File: config.mk
export PLATFORM = sky130hd
export DESIGN_NAME = ordered_list_insert_delete_search
export DESIGN_NICKNAME = d
export VERILOG_FILES = /design/src/hdl/olids_pkg.sv /design/src/hdl/ordered_list_insert_delete_search.sv /design/src/hdl/olids_cell.sv
export SDC_FILE = /design/constraint.sdc
export NUM_CORES = 1
export LEC_CHECK = 0
export ABC_AREA = 1
export BUFFER_PORTS_ARGS = -buffer_cell sky130_fd_sc_hd__buf_2
export CAP_MARGIN = 20
export CORE_MARGIN = 2
export CORE_UTILIZATION = 30
export CTS_BUF_LIST = sky130_fd_sc_hd__clkbuf_4 sky130_fd_sc_hd__clkbuf_8
export DETAILED_ROUTE_END_ITERATION = 8
export GPL_ROUTABILITY_DRIVEN = 0
export HOLD_SLACK_MARGIN = 0.12
export SLEW_MARGIN = 10
export SYNTH_ARGS = -nofsm -noshare
export SYNTH_HDL_FRONTEND = slang
export SYNTH_HIERARCHICAL = 1
export SYNTH_SLANG_ARGS = --single-unit
File: constraint.sdc
create_clock -name clk -period 8.5 [get_ports clk]
set_clock_uncertainty 0.2 [all_clocks]
set_input_delay 1.7 -clock clk [delete_from_list [all_inputs] [get_ports clk]]
set_output_delay 1.7 -clock clk [all_outputs]
set_load 0.01 [all_outputs]
File: src/hdl/olids_pkg.sv
package olids_pkg;

	localparam int LIST_DEPTH = 16;
	localparam int VAL_W = 32;
	localparam int IDX_W = (LIST_DEPTH > 1) ? $clog2(LIST_DEPTH) : 1;
	localparam int CNT_W = $clog2(LIST_DEPTH + 1);
	localparam int TYPE_W = 2;
	localparam int STATUS_W = 3;
	localparam int POS_W = 5;

	localparam logic [TYPE_W-1:0] REQ_INSERT = 2'd0;
	localparam logic [TYPE_W-1:0] REQ_DELETE = 2'd1;
	localparam logic [TYPE_W-1:0] REQ_SEARCH = 2'd2;

	localparam logic [STATUS_W-1:0] ST_INSERTED = 3'd0;
	localparam logic [STATUS_W-1:0] ST_DELETED = 3'd1;
	localparam logic [STATUS_W-1:0] ST_FOUND = 3'd2;
	localparam logic [STATUS_W-1:0] ST_NOT_FOUND = 3'd3;
	localparam logic [STATUS_W-1:0] ST_FULL = 3'd4;

	typedef struct packed {
		logic [TYPE_W-1:0] req_type;
		logic signed [VAL_W-1:0] value;
	} req_item_t;

	typedef struct packed {
		logic [STATUS_W-1:0] status;
		logic [POS_W-1:0] position;
		logic [POS_W-1:0] entry_count;
	} rsp_item_t;

	typedef enum logic [1:0] {
		OP_HOLD,
		OP_INS,
		OP_DEL
	} cell_op_t;

	typedef struct packed {
		logic cmp;
		cell_op_t op;
	} cell_ctl_t;

	typedef enum logic {
		FSM_IDLE,
		FSM_APPLY
	} fsm_state_t;

endpackage

File: src/hdl/ordered_list_insert_delete_search.sv
// Ordered list of signed 32-bit values held in a row of cells, front at cell 0.
// Request channel (req_valid, req_stall, req): an item is an insert at the
// front, a delete of the first matching entry, or a search for the first
// matching entry. Response channel (rsp_valid, rsp_stall, rsp): one item per
// request with status, 1-based position of a found search, and entry count.
// In the accept cycle every cell registers the compare of its value with the
// key; in the apply state the first-match chain along the cells resolves and
// the row shifts in one step. The response is registered and appears the
// cycle after that. One item is in flight at a time: a new request is not
// taken until the earlier one has left the apply state, since each item
// needs the compare register in each cell followed by the match chain.
// A new request is taken while an earlier response still waits. If the
// response register is still blocked by rsp_stall when a request is ready to
// finish, the request waits and the list is left untouched until it frees.
// Reset empties the list; it accepts a request as soon as reset is released.
module ordered_list_insert_delete_search (
	input  logic clk,
	input  logic arst_n,
	input  logic req_valid,
	output logic req_stall,
	input  olids_pkg::req_item_t req,
	output logic rsp_valid,
	input  logic rsp_stall,
	output olids_pkg::rsp_item_t rsp
);

	localparam int Depth = olids_pkg::LIST_DEPTH;
	localparam int IdxW = olids_pkg::IDX_W;
	localparam int CntW = olids_pkg::CNT_W;
	localparam int PosW = olids_pkg::POS_W;

	olids_pkg::fsm_state_t state_q, state_d;
	olids_pkg::cell_ctl_t ctl;
	olids_pkg::cell_op_t op_sel;
	olids_pkg::rsp_item_t rsp_q;

	logic [olids_pkg::TYPE_W-1:0] type_q;
	logic [olids_pkg::VAL_W-1:0] value_q;
	logic [CntW-1:0] len_q, len_d;
	logic rsp_valid_q;
	logic accept, apply_go, full, found;
	logic [olids_pkg::STATUS_W-1:0] status_d;
	logic [CntW-1:0] pos_d;
	logic [IdxW-1:0] idx;

	logic [olids_pkg::VAL_W-1:0] cell_val [Depth];
	logic [Depth-1:0] cell_occ;
	logic [Depth-1:0] cell_first;
	logic [Depth:0] seen;

	assign req_stall = (state_q != olids_pkg::FSM_IDLE);
	assign accept = req_valid & ~req_stall;
	assign apply_go = (state_q == olids_pkg::FSM_APPLY) && (!rsp_valid_q || !rsp_stall);
	assign full = cell_occ[Depth-1];
	assign found = seen[Depth];

	assign seen[0] = 1'b0;

	for (genvar i = 0; i < Depth; i++) begin : g_cell
		logic [olids_pkg::VAL_W-1:0] lv, rv;
		logic lo, ro;

		if (i == 0) begin : g_front
			assign lv = value_q;
			assign lo = 1'b1;
		end else begin : g_mid_l
			assign lv = cell_val[i-1];
			assign lo = cell_occ[i-1];
		end

		if (i == Depth - 1) begin : g_back
			assign rv = cell_val[i];
			assign ro = 1'b0;
		end else begin : g_mid_r
			assign rv = cell_val[i+1];
			assign ro = cell_occ[i+1];
		end

		olids_cell u_cell (
			.clk(clk),
			.arst_n(arst_n),
			.ctl(ctl),
			.key(req.value),
			.left_val(lv),
			.left_occ(lo),
			.right_val(rv),
			.right_occ(ro),
			.seen_in(seen[i]),
			.val(cell_val[i]),
			.occ(cell_occ[i]),
			.seen_out(seen[i+1]),
			.first(cell_first[i])
		);
	end

	always_comb begin
		idx = '0;
		for (int i = 0; i < Depth; i++) begin
			if (cell_first[i]) idx = idx | IdxW'(i);
		end
	end

	always_comb begin
		op_sel = olids_pkg::OP_HOLD;
		status_d = olids_pkg::ST_NOT_FOUND;
		pos_d = '0;
		len_d = len_q;
		priority if (type_q == olids_pkg::REQ_INSERT) begin
			if (full) begin
				status_d = olids_pkg::ST_FULL;
			end else begin
				op_sel = olids_pkg::OP_INS;
				status_d = olids_pkg::ST_INSERTED;
				len_d = len_q + CntW'(1);
			end
		end else if (type_q == olids_pkg::REQ_DELETE) begin
			if (found) begin
				op_sel = olids_pkg::OP_DEL;
				status_d = olids_pkg::ST_DELETED;
				len_d = len_q - CntW'(1);
			end
		end else if (type_q == olids_pkg::REQ_SEARCH) begin
			if (found) begin
				status_d = olids_pkg::ST_FOUND;
				pos_d = CntW'(idx) + CntW'(1);
			end
		end else begin
			status_d = olids_pkg::ST_NOT_FOUND;
		end
	end

	always_comb begin
		ctl.cmp = accept;
		ctl.op = apply_go ? op_sel : olids_pkg::OP_HOLD;
	end

	always_comb begin
		state_d = state_q;
		unique case (state_q)
			olids_pkg::FSM_IDLE: if (req_valid) state_d = olids_pkg::FSM_APPLY;
			olids_pkg::FSM_APPLY: if (apply_go) state_d = olids_pkg::FSM_IDLE;
			default: state_d = olids_pkg::FSM_IDLE;
		endcase
	end

	always_ff @(posedge clk or negedge arst_n) begin
		if (!arst_n) begin
			state_q <= olids_pkg::FSM_IDLE;
			len_q <= '0;
			rsp_valid_q <= 1'b0;
		end else begin
			state_q <= state_d;
			if (apply_go) begin
				len_q <= len_d;
				rsp_valid_q <= 1'b1;
			end else if (!rsp_stall) begin
				rsp_valid_q <= 1'b0;
			end
		end
	end

	always_ff @(posedge clk) begin
		if (accept) begin
			type_q <= req.req_type;
			value_q <= req.value;
		end
		if (apply_go) begin
			rsp_q.status <= status_d;
			rsp_q.position <= PosW'(pos_d);
			rsp_q.entry_count <= PosW'(len_d);
		end
	end

	assign rsp_valid = rsp_valid_q;
	assign rsp = rsp_q;

	a_len_matches_occ: assert property (@(posedge clk) disable iff (!arst_n)
		$countones(cell_occ) == int'(len_q))
		else $error("occupied cells disagree with the entry count");

	a_occ_contiguous: assert property (@(posedge clk) disable iff (!arst_n)
		((cell_occ & (cell_occ + Depth'(1))) == '0))
		else $error("occupied cells are not a contiguous run from the front");

	a_first_unique: assert property (@(posedge clk) disable iff (!arst_n)
		$onehot0(cell_first))
		else $error("more than one cell claims the first match");

	a_found_has_pos: assert property (@(posedge clk) disable iff (!arst_n)
		rsp_valid_q && rsp_q.status == olids_pkg::ST_FOUND |-> rsp_q.position != '0)
		else $error("found search reported position zero");

	a_no_apply_idle: assert property (@(posedge clk) disable iff (!arst_n)
		state_q == olids_pkg::FSM_IDLE |-> ctl.op == olids_pkg::OP_HOLD)
		else $error("list changed with no request in flight");

endmodule

File: src/hdl/olids_cell.sv
module olids_cell (
	input  logic clk,
	input  logic arst_n,
	input  olids_pkg::cell_ctl_t ctl,
	input  logic [olids_pkg::VAL_W-1:0] key,
	input  logic [olids_pkg::VAL_W-1:0] left_val,
	input  logic left_occ,
	input  logic [olids_pkg::VAL_W-1:0] right_val,
	input  logic right_occ,
	input  logic seen_in,
	output logic [olids_pkg::VAL_W-1:0] val,
	output logic occ,
	output logic seen_out,
	output logic first
);

	logic [olids_pkg::VAL_W-1:0] val_q;
	logic occ_q;
	logic hit_q;

	// A cell takes part in a delete when the first match is here or further front.
	assign first = hit_q & ~seen_in;
	assign seen_out = seen_in | hit_q;
	assign val = val_q;
	assign occ = occ_q;

	always_ff @(posedge clk or negedge arst_n) begin
		if (!arst_n) begin
			occ_q <= 1'b0;
			hit_q <= 1'b0;
		end else begin
			if (ctl.cmp) begin
				hit_q <= occ_q && (val_q == key);
			end
			unique case (ctl.op)
				olids_pkg::OP_INS: occ_q <= left_occ;
				olids_pkg::OP_DEL: if (seen_out) occ_q <= right_occ;
				default: occ_q <= occ_q;
			endcase
		end
	end

	always_ff @(posedge clk) begin
		unique case (ctl.op)
			olids_pkg::OP_INS: val_q <= left_val;
			olids_pkg::OP_DEL: if (seen_out) val_q <= right_val;
			default: val_q <= val_q;
		endcase
	end

endmodule

# == Yosys cells after proc, flatten, opt, wreduce, memory -nomap -nowiden ==
# Cells that the tools add are included.
# word_totals
ram_bits,0
latchBits,0
out_inout_bits,15
mem_count,0
wordCells,281
inputBits,38
rom_bits,0
register_bits,598
# classes
bitwise,49
mux,97
n_shift,0
mul,0
addsub,3
n_eq_ne,37
n_lt_le_gt_ge,0
reduce_logical,39
div,0
# op_table
operator,count
$pmux 32 s2,15
$eq 32x32->1,16
$mux 32,15
$pmux 1 s2,17
$mux 4,8
$ne 2x1->1 const B,16
$reduce_and 2->1,16
$mux 3,8
$mux 1,23
$mux 5,4
$not 1->1,18
$logic_and 1x1->1,17
$and 1x1->1,16
$or 1x1->1,15
$mux 2,7
$add 4x1->5 const B,1
$add 5x1->5 const B,1
$sub 5x1->5 const B,1
$eq 2x1->1 const B,2
$eq 2x2->1 const B,2
$reduce_or 4->1,1
$logic_not 1->1,2
$logic_not 2->1,1
$ne 2x2->1 const B,1
2 further kinds,2

# == Logic depth before layout (Yosys ltp) ==
# Gate-level depths: netlist (run 1).
# logic_depth
depth_word,22
depth_mapped,24
depth_no_buf,24

# == Hierarchy ==
# The synthesis (run 1) kept the hierarchy.
# by_module_without_submodules
mod,area_per_inst_um2,n_inst,seq_area_each_um2,cells_each
olids_cell,2018.2,16,1011.0,275
ordered_list_insert_delete_search,2202.1,1,1586.5,187

# == Least setup slack after synthesis (run 1) ==
# No wires, ideal clock.
# synth_path
path_type,flip-flop to flip-flop
from,register g_cell[0].u_cell.hit_q
to,"register g_cell[0].u_cell.val_q (netlist bit g_cell[0].u_cell/val[0]), enable pin"
path_buffers,0
period_less_slack_ns,6.355
arrival_ns,5.756
slack_ns,2.145
stages_incl_launch_ff,20
setup_ns,0.399
t_required_ns,7.901
path_cell_list,dfrtp_1 or2_1 or2_1 or2_1 or2_1 or2_1 or2_1 or2_1 or2_1 or2_1 or2_1 or2_1 or2_1 or2_1 or2_1 or2_1 or2_1 nand2_2 nor2_1 o21ai_2
# synth_lines
element,line_no,rtl
"start, declared",olids_cell.sv:19,logic hit_q;
"start signal, assigned",olids_cell.sv:33,hit_q <= occ_q && (val_q == key);
"end signal, assigned",olids_cell.sv:45,olids_pkg::OP_INS: val_q <= left_val;
"end signal, assigned",olids_cell.sv:46,olids_pkg::OP_DEL: if (seen_out) val_q <= right_val;
"end signal, assigned",olids_cell.sv:47,default: val_q <= val_q;
"end, declared",olids_cell.sv:17,logic [olids_pkg::VAL_W-1:0] val_q;

==> impl_metrics.env, run 1 <==
export IMPL_status="completed"
export IMPL_setup_viol=0
export IMPL_cts_resized=0
export IMPL_cts_buffers=103
export IMPL_critPathCapture="g_cell[1].u_cell/val[1]"
export IMPL_crit_start="g_cell[0].u_cell/hit_q"
export IMPL_layout_nets=4734
export IMPL_cts_root_buf="clkbuf_8"
export IMPL_cts_tree="yes"
export IMPL_fill_cells=12100
export IMPL_worstRegToRegCells=25
export IMPL_ctsHtreeMaxLevel=3
export IMPL_post_cts_buffers=0
export IMPL_crit_path_end_kind="flop"
export IMPL_grt_pass1_wl_um=156000
export IMPL_clkTransAtPathRegs_ps=60
export IMPL_relSlewSlack=0.296
export IMPL_core_mm2=0.114
export IMPL_cp_max_fo=34
export IMPL_grt_max_degree=60
export IMPL_tns_ps=0
export IMPL_syn_avg_cell_area_um2=7.52
export IMPL_critPathArrivalTime_ps=7310
export IMPL_drt_iter0_markers=2574
export IMPL_finalWorstSetupSlack_ps=1430
export IMPL_crit_slowest_cell="dfrtp_1"
export IMPL_clockBufferDepth=3
export IMPL_slowest_delay_ps=370
export IMPL_p_per_area_mw_per_mm2=214
export IMPL_dp_slack_ps=1520
export IMPL_min_period_ps=7070
export IMPL_hp_class="reg -> reg"
export IMPL_cap_violations=0
export IMPL_peakVddDrop_mv=0.133
export IMPL_finalCritPeriodShare=0.832
export IMPL_timing_rr_end="g_cell[1].u_cell/val[1]"
export IMPL_crit_type="reg -> reg"
export IMPL_start_kind="flop"
export IMPL_clock_sinks=598
export IMPL_postCtsHoldBufs=0
export IMPL_tightest_slew_ps=1050
export IMPL_drt_first_pass_iters=6
export IMPL_synth_warnings=6
export IMPL_multi_input_area_mm2=0.0139
export IMPL_syn_cell_area_mm2=0.0345
export IMPL_timing_rr_start="g_cell[0].u_cell/hit_q"
export IMPL_drc=0
export IMPL_cp_common_cell="or2_1"
export IMPL_rsz0062_at_grt="false"
export IMPL_hold_slack_ps=288
export IMPL_grt_ovfl_total=0
export IMPL_antenna_cells=0
export IMPL_die_h_um=343
export IMPL_p_leak_nw=18.4
export IMPL_ios=53
export IMPL_grtUsageTotal=0.168
export IMPL_max_freq_mhz=141
export IMPL_die_x_um=343
export IMPL_wirelength_um=100000
export IMPL_postRouteAntennaNets=0
export IMPL_num_rows=124
export IMPL_hold_viol_final=0
export IMPL_port_buffers=52
export IMPL_hold_path_depth=2
export IMPL_antenna_found_initial=5
export IMPL_regToRegSetupSlack_ps=1430
export IMPL_grt_pass1_vias=27400
export IMPL_start_util=0.302
export IMPL_wl_per_cell_um=16.0
export IMPL_area_growth_pct=12.2
export IMPL_viasPerCell=4.57
export IMPL_place_hpwl_um=71700
export IMPL_seqCellArea_mm2=0.0178
export IMPL_dieArea_mm2=0.118
export IMPL_synthesis_instances=4586
export IMPL_clk_latency_ps=750
export IMPL_route_vias_total=28800
export IMPL_required_ps=8730
export IMPL_drive_gt1_frac=0.0746
export IMPL_maxSlewViolCount=0
-- worst min-delay path by stage --
stage | from | end | slack (ps)
after global routing | rsp_valid | rsp_valid | 330
final | rsp_valid | rsp_valid | 290
after floorplan | len_q[4] | len_q[4] | 270
after CTS | rsp_valid | rsp_valid | 300
after global placement | rsp_valid | rsp_valid | 270
after detailed placement | rsp_valid | rsp_valid | 280
-- registers in the layout, summed over array words and instances, names as in the netlist --
signal / count
rsp_valid: 1
type_q: 2
g_cell.lv: 32
len_q: 5
g_cell.u_cell/val: 512
g_cell.u_cell/hit_q: 16
g_cell.u_cell/occ: 16
req_stall: 1
rsp: 13
-- final cells by class --
type | instances | share of cell area
Timing Repair Buffer | 97 | 0.0183
Inverter | 660 | 0.0640
Tap cell | 1512 | 0.0489
Clock inverter | 41 | 0.00527
Multi-Input combinational cell | 3233 | 0.359
Clock buffer | 145 | 0.0456
Sequential cell | 598 | 0.459
-- report_power, final --
| group | total (mW) | switching, mW | internal (mW) |
|---|---|---|---|
| clock | 2.59 | 1.25 | 1.34 |
| sequential | 4.11 | 0.352 | 3.75 |
| combinational | 1.58 | 1.05 | 0.525 |
| total | 8.27 | 2.65 | 5.62 |
-- through the flow --
step	instance area, µm²	utilization	instances	total power, mW
after floorplan	34500	-	4587	5.13
after global placement	36600	0.320	6093	5.67
after detailed placement	36700	0.321	6097	5.72
after CTS	38600	0.338	6283	8.32
after global routing	38700	0.339	6286	8.71
final	38700	0.339	6286	8.27
-- cells in the final DEF (no fill, tap or decap), drive strengths merged, types with 32 or more instances in the layout --
| cell type | instances |
|---|---|
| nand2 | 2459 |
| inv | 663 |
| edfxtp | 559 |
| nor2 | 345 |
| xnor2 | 160 |
| clkbuf | 145 |
| buf | 97 |
| nand4 | 83 |
| nand3 | 41 |
| dfrtp | 39 |
| clkinv | 35 |
| xor2 | 33 |
| o22ai | 32 |
| or2 | 32 |
-- routing by layer --
| metal | global-route usage | part of all wire |
|---|---|---|
| met3 | 0.0230 | 0.077 |
| met2 | 0.263 | 0.44 |
| met5 | 0 | 0 |
| met1 | 0.243 | 0.47 |
| met4 | 0.0450 | 0.022 |
-- critical path, delay by kind of cell, from the launching register on --
kind / cells / cell delay (ps)
DFF: 1 / 370
AOI/OAI and AO/OA: 1 / 130
and+or+nand+nor: 20 / 4730
buffers and inverters: 4 / 1250
Power figures use the tool's default switching activity.
==> inputs of run 2 (changes only) <==
Settings changed: ABC_AREA 1 to 0.
Clock period 8.5 ns to 6.6 ns, I/O delays scaled along.
==> run 2 against run 1 <==
Synthesized cell count is 54% lower. Final cell count is 41% lower. Worst hold slack better by 8.8 ps. Combinational power is 7% higher. Largest cell class unchanged. Critical path type unchanged. Sequential cell count stayed put.
==> impl_metrics.env, run 2 <==
export IMPL_status="completed"
export IMPL_grt_max_degree=67
export IMPL_finalWorstSetupSlack_ps=331
export IMPL_start_kind="flop"
export IMPL_antenna_found_initial=5
export IMPL_grtUsageTotal=0.131
export IMPL_die_x_um=326
export IMPL_syn_cell_area_mm2=0.0312
export IMPL_port_buffers=52
export IMPL_drc=0
export IMPL_final_common_cell="edfxtp_1"
export IMPL_dieArea_mm2=0.107
export IMPL_die_h_um=326
export IMPL_drive_gt1_frac=0.136
export IMPL_setup_viol=0
export IMPL_cts_tree="yes"
export IMPL_crit_slowest_cell="dfrtp_1"
export IMPL_hold_start="len_q[4]"
export IMPL_cap_violations=0
export IMPL_maxSlewViolCount=0
export IMPL_slowest_delay_ps=390
export IMPL_crit_path_end_kind="flop"
export IMPL_required_ps=6880
export IMPL_min_period_ps=6270
export IMPL_start_util=0.302
export IMPL_grt_pass1_vias=19400
export IMPL_drt_first_pass_iters=5
export IMPL_p_leak_nw=11.6
export IMPL_place_hpwl_um=52500
export IMPL_syn_avg_cell_area_um2=14.7
export IMPL_clk_latency_ps=740
export IMPL_area_growth_pct=14.7
export IMPL_postRouteAntennaNets=0
export IMPL_grt_ovfl_total=0
export IMPL_post_cts_buffers=0
export IMPL_final_cell_mix="edfxtp_1 (559), mux2_1 (512), xor2_1 (322), xnor2_1 (199), clkbuf_8 (106)"
export IMPL_fill_cells=9986
export IMPL_cp_max_fo=29
export IMPL_place_area_mm2=0.0335
export IMPL_synthesis_instances=2117
export IMPL_core_mm2=0.103
export IMPL_timing_rr_start="g_cell[0].u_cell/hit_q"
export IMPL_layout_nets=2284
export IMPL_ios=53
export IMPL_crit_type="reg -> reg"
export IMPL_wirelength_um=70200
export IMPL_postCtsHoldBufs=0
export IMPL_path_cells="or2_1, or2_1, or2_1, or2_1, or2_1, or2_1, or2_1, or2_1, or2_1, or2_1, or2_1, or2_1, or2_1, or2_1, or2_1, or2_1, nand3b_1, nor2_4, buf_12, nor2b_4, buf_4, mux2_1"
export IMPL_cts_root_buf="clkbuf_8"
export IMPL_tightest_slew_ps=1050
export IMPL_cts_resized=0
export IMPL_relSlewSlack=0.297
export IMPL_max_freq_mhz=160
export IMPL_clockBufferDepth=3
export IMPL_num_rows=118
export IMPL_cts_buffers=102
export IMPL_clock_sinks=598
export IMPL_dp_slack_ps=225
export IMPL_hold_viol_final=0
export IMPL_viasPerCell=4.68
export IMPL_cp_common_cell="or2_1"
export IMPL_largest_reg_flops=512
export IMPL_crit_start="g_cell[0].u_cell/hit_q"
export IMPL_clkTransAtPathRegs_ps=60
export IMPL_final_area_mm2=0.0358
export IMPL_hp_class="reg -> reg"
export IMPL_wl_per_cell_um=19.0
export IMPL_ctsHtreeMaxLevel=3
export IMPL_p_per_area_mw_per_mm2=284
export IMPL_peakVddDrop_mv=0.149
export IMPL_synth_warnings=6
export IMPL_tns_ps=0
export IMPL_critPathArrivalTime_ps=6550
export IMPL_rsz0062_at_grt="false"
export IMPL_drt_iter0_markers=806
export IMPL_route_vias_total=17300
export IMPL_finalCritPeriodShare=0.950
export IMPL_grt_pass1_wl_um=110000
export IMPL_total_power_mw=10.1
## run 2: worst paths after layout
check                                                end  slack, ps  cells after the start
worst max-delay path            g_cell[4].u_cell/val[21]        330                     22
worst min-delay path                            len_q[4]        300                      1
worst max register to register  g_cell[4].u_cell/val[21]        330                     22
worst min register to register                  len_q[4]        300                      1
max in group asynchronous          g_cell[14].u_cell/occ       5250                      2
min in group asynchronous         g_cell[3].u_cell/hit_q        510                      2
## run 2: report_power, final
part | switching [mW] | leakage [nW] | internal, mW
clock network | 1.54 | 1.04 | 1.73
registers | 0.388 | 5.56 | 4.80
logic | 0.942 | 4.99 | 0.753
total | 2.87 | 11.6 | 7.28
## run 2: metrics by stage
stage,util,hold WS [ps],cells
after CTS,0.343,299,3687
final,0.346,297,3701
after floorplan,-,267,2118
after global routing,0.346,311,3700
after detailed placement,0.324,286,3507
after global placement,0.323,284,3506
## run 2: worst max-delay path, delay by kind of cell, from the launching register on
family	cells	cell delay [ps]
multiplexers	1	350
AND/OR/NAND/NOR	19	4530
flip-flops	1	390
buffers and inverters	2	490
## run 2: final cells by class
class	instances	area, µm²	share of cell area
flip-flops and latches	598	17800	0.496
well taps	1380	1730	0.0483
clock inverters	47	323	0.00902
diodes	2	5.00	0.000140
clock buffers	133	1660	0.0464
multi-input cells	1415	13300	0.371
repair buffers	88	878	0.0245
inverters	38	143	0.00399
## run 2: metal layers
layer / routed length [µm] / global-route usage
met4: 1910 / 0.0486
met3: 2180 / 0.0226
met2: 37300 / 0.244
met1: 28700 / 0.148
met5: 50 / 0
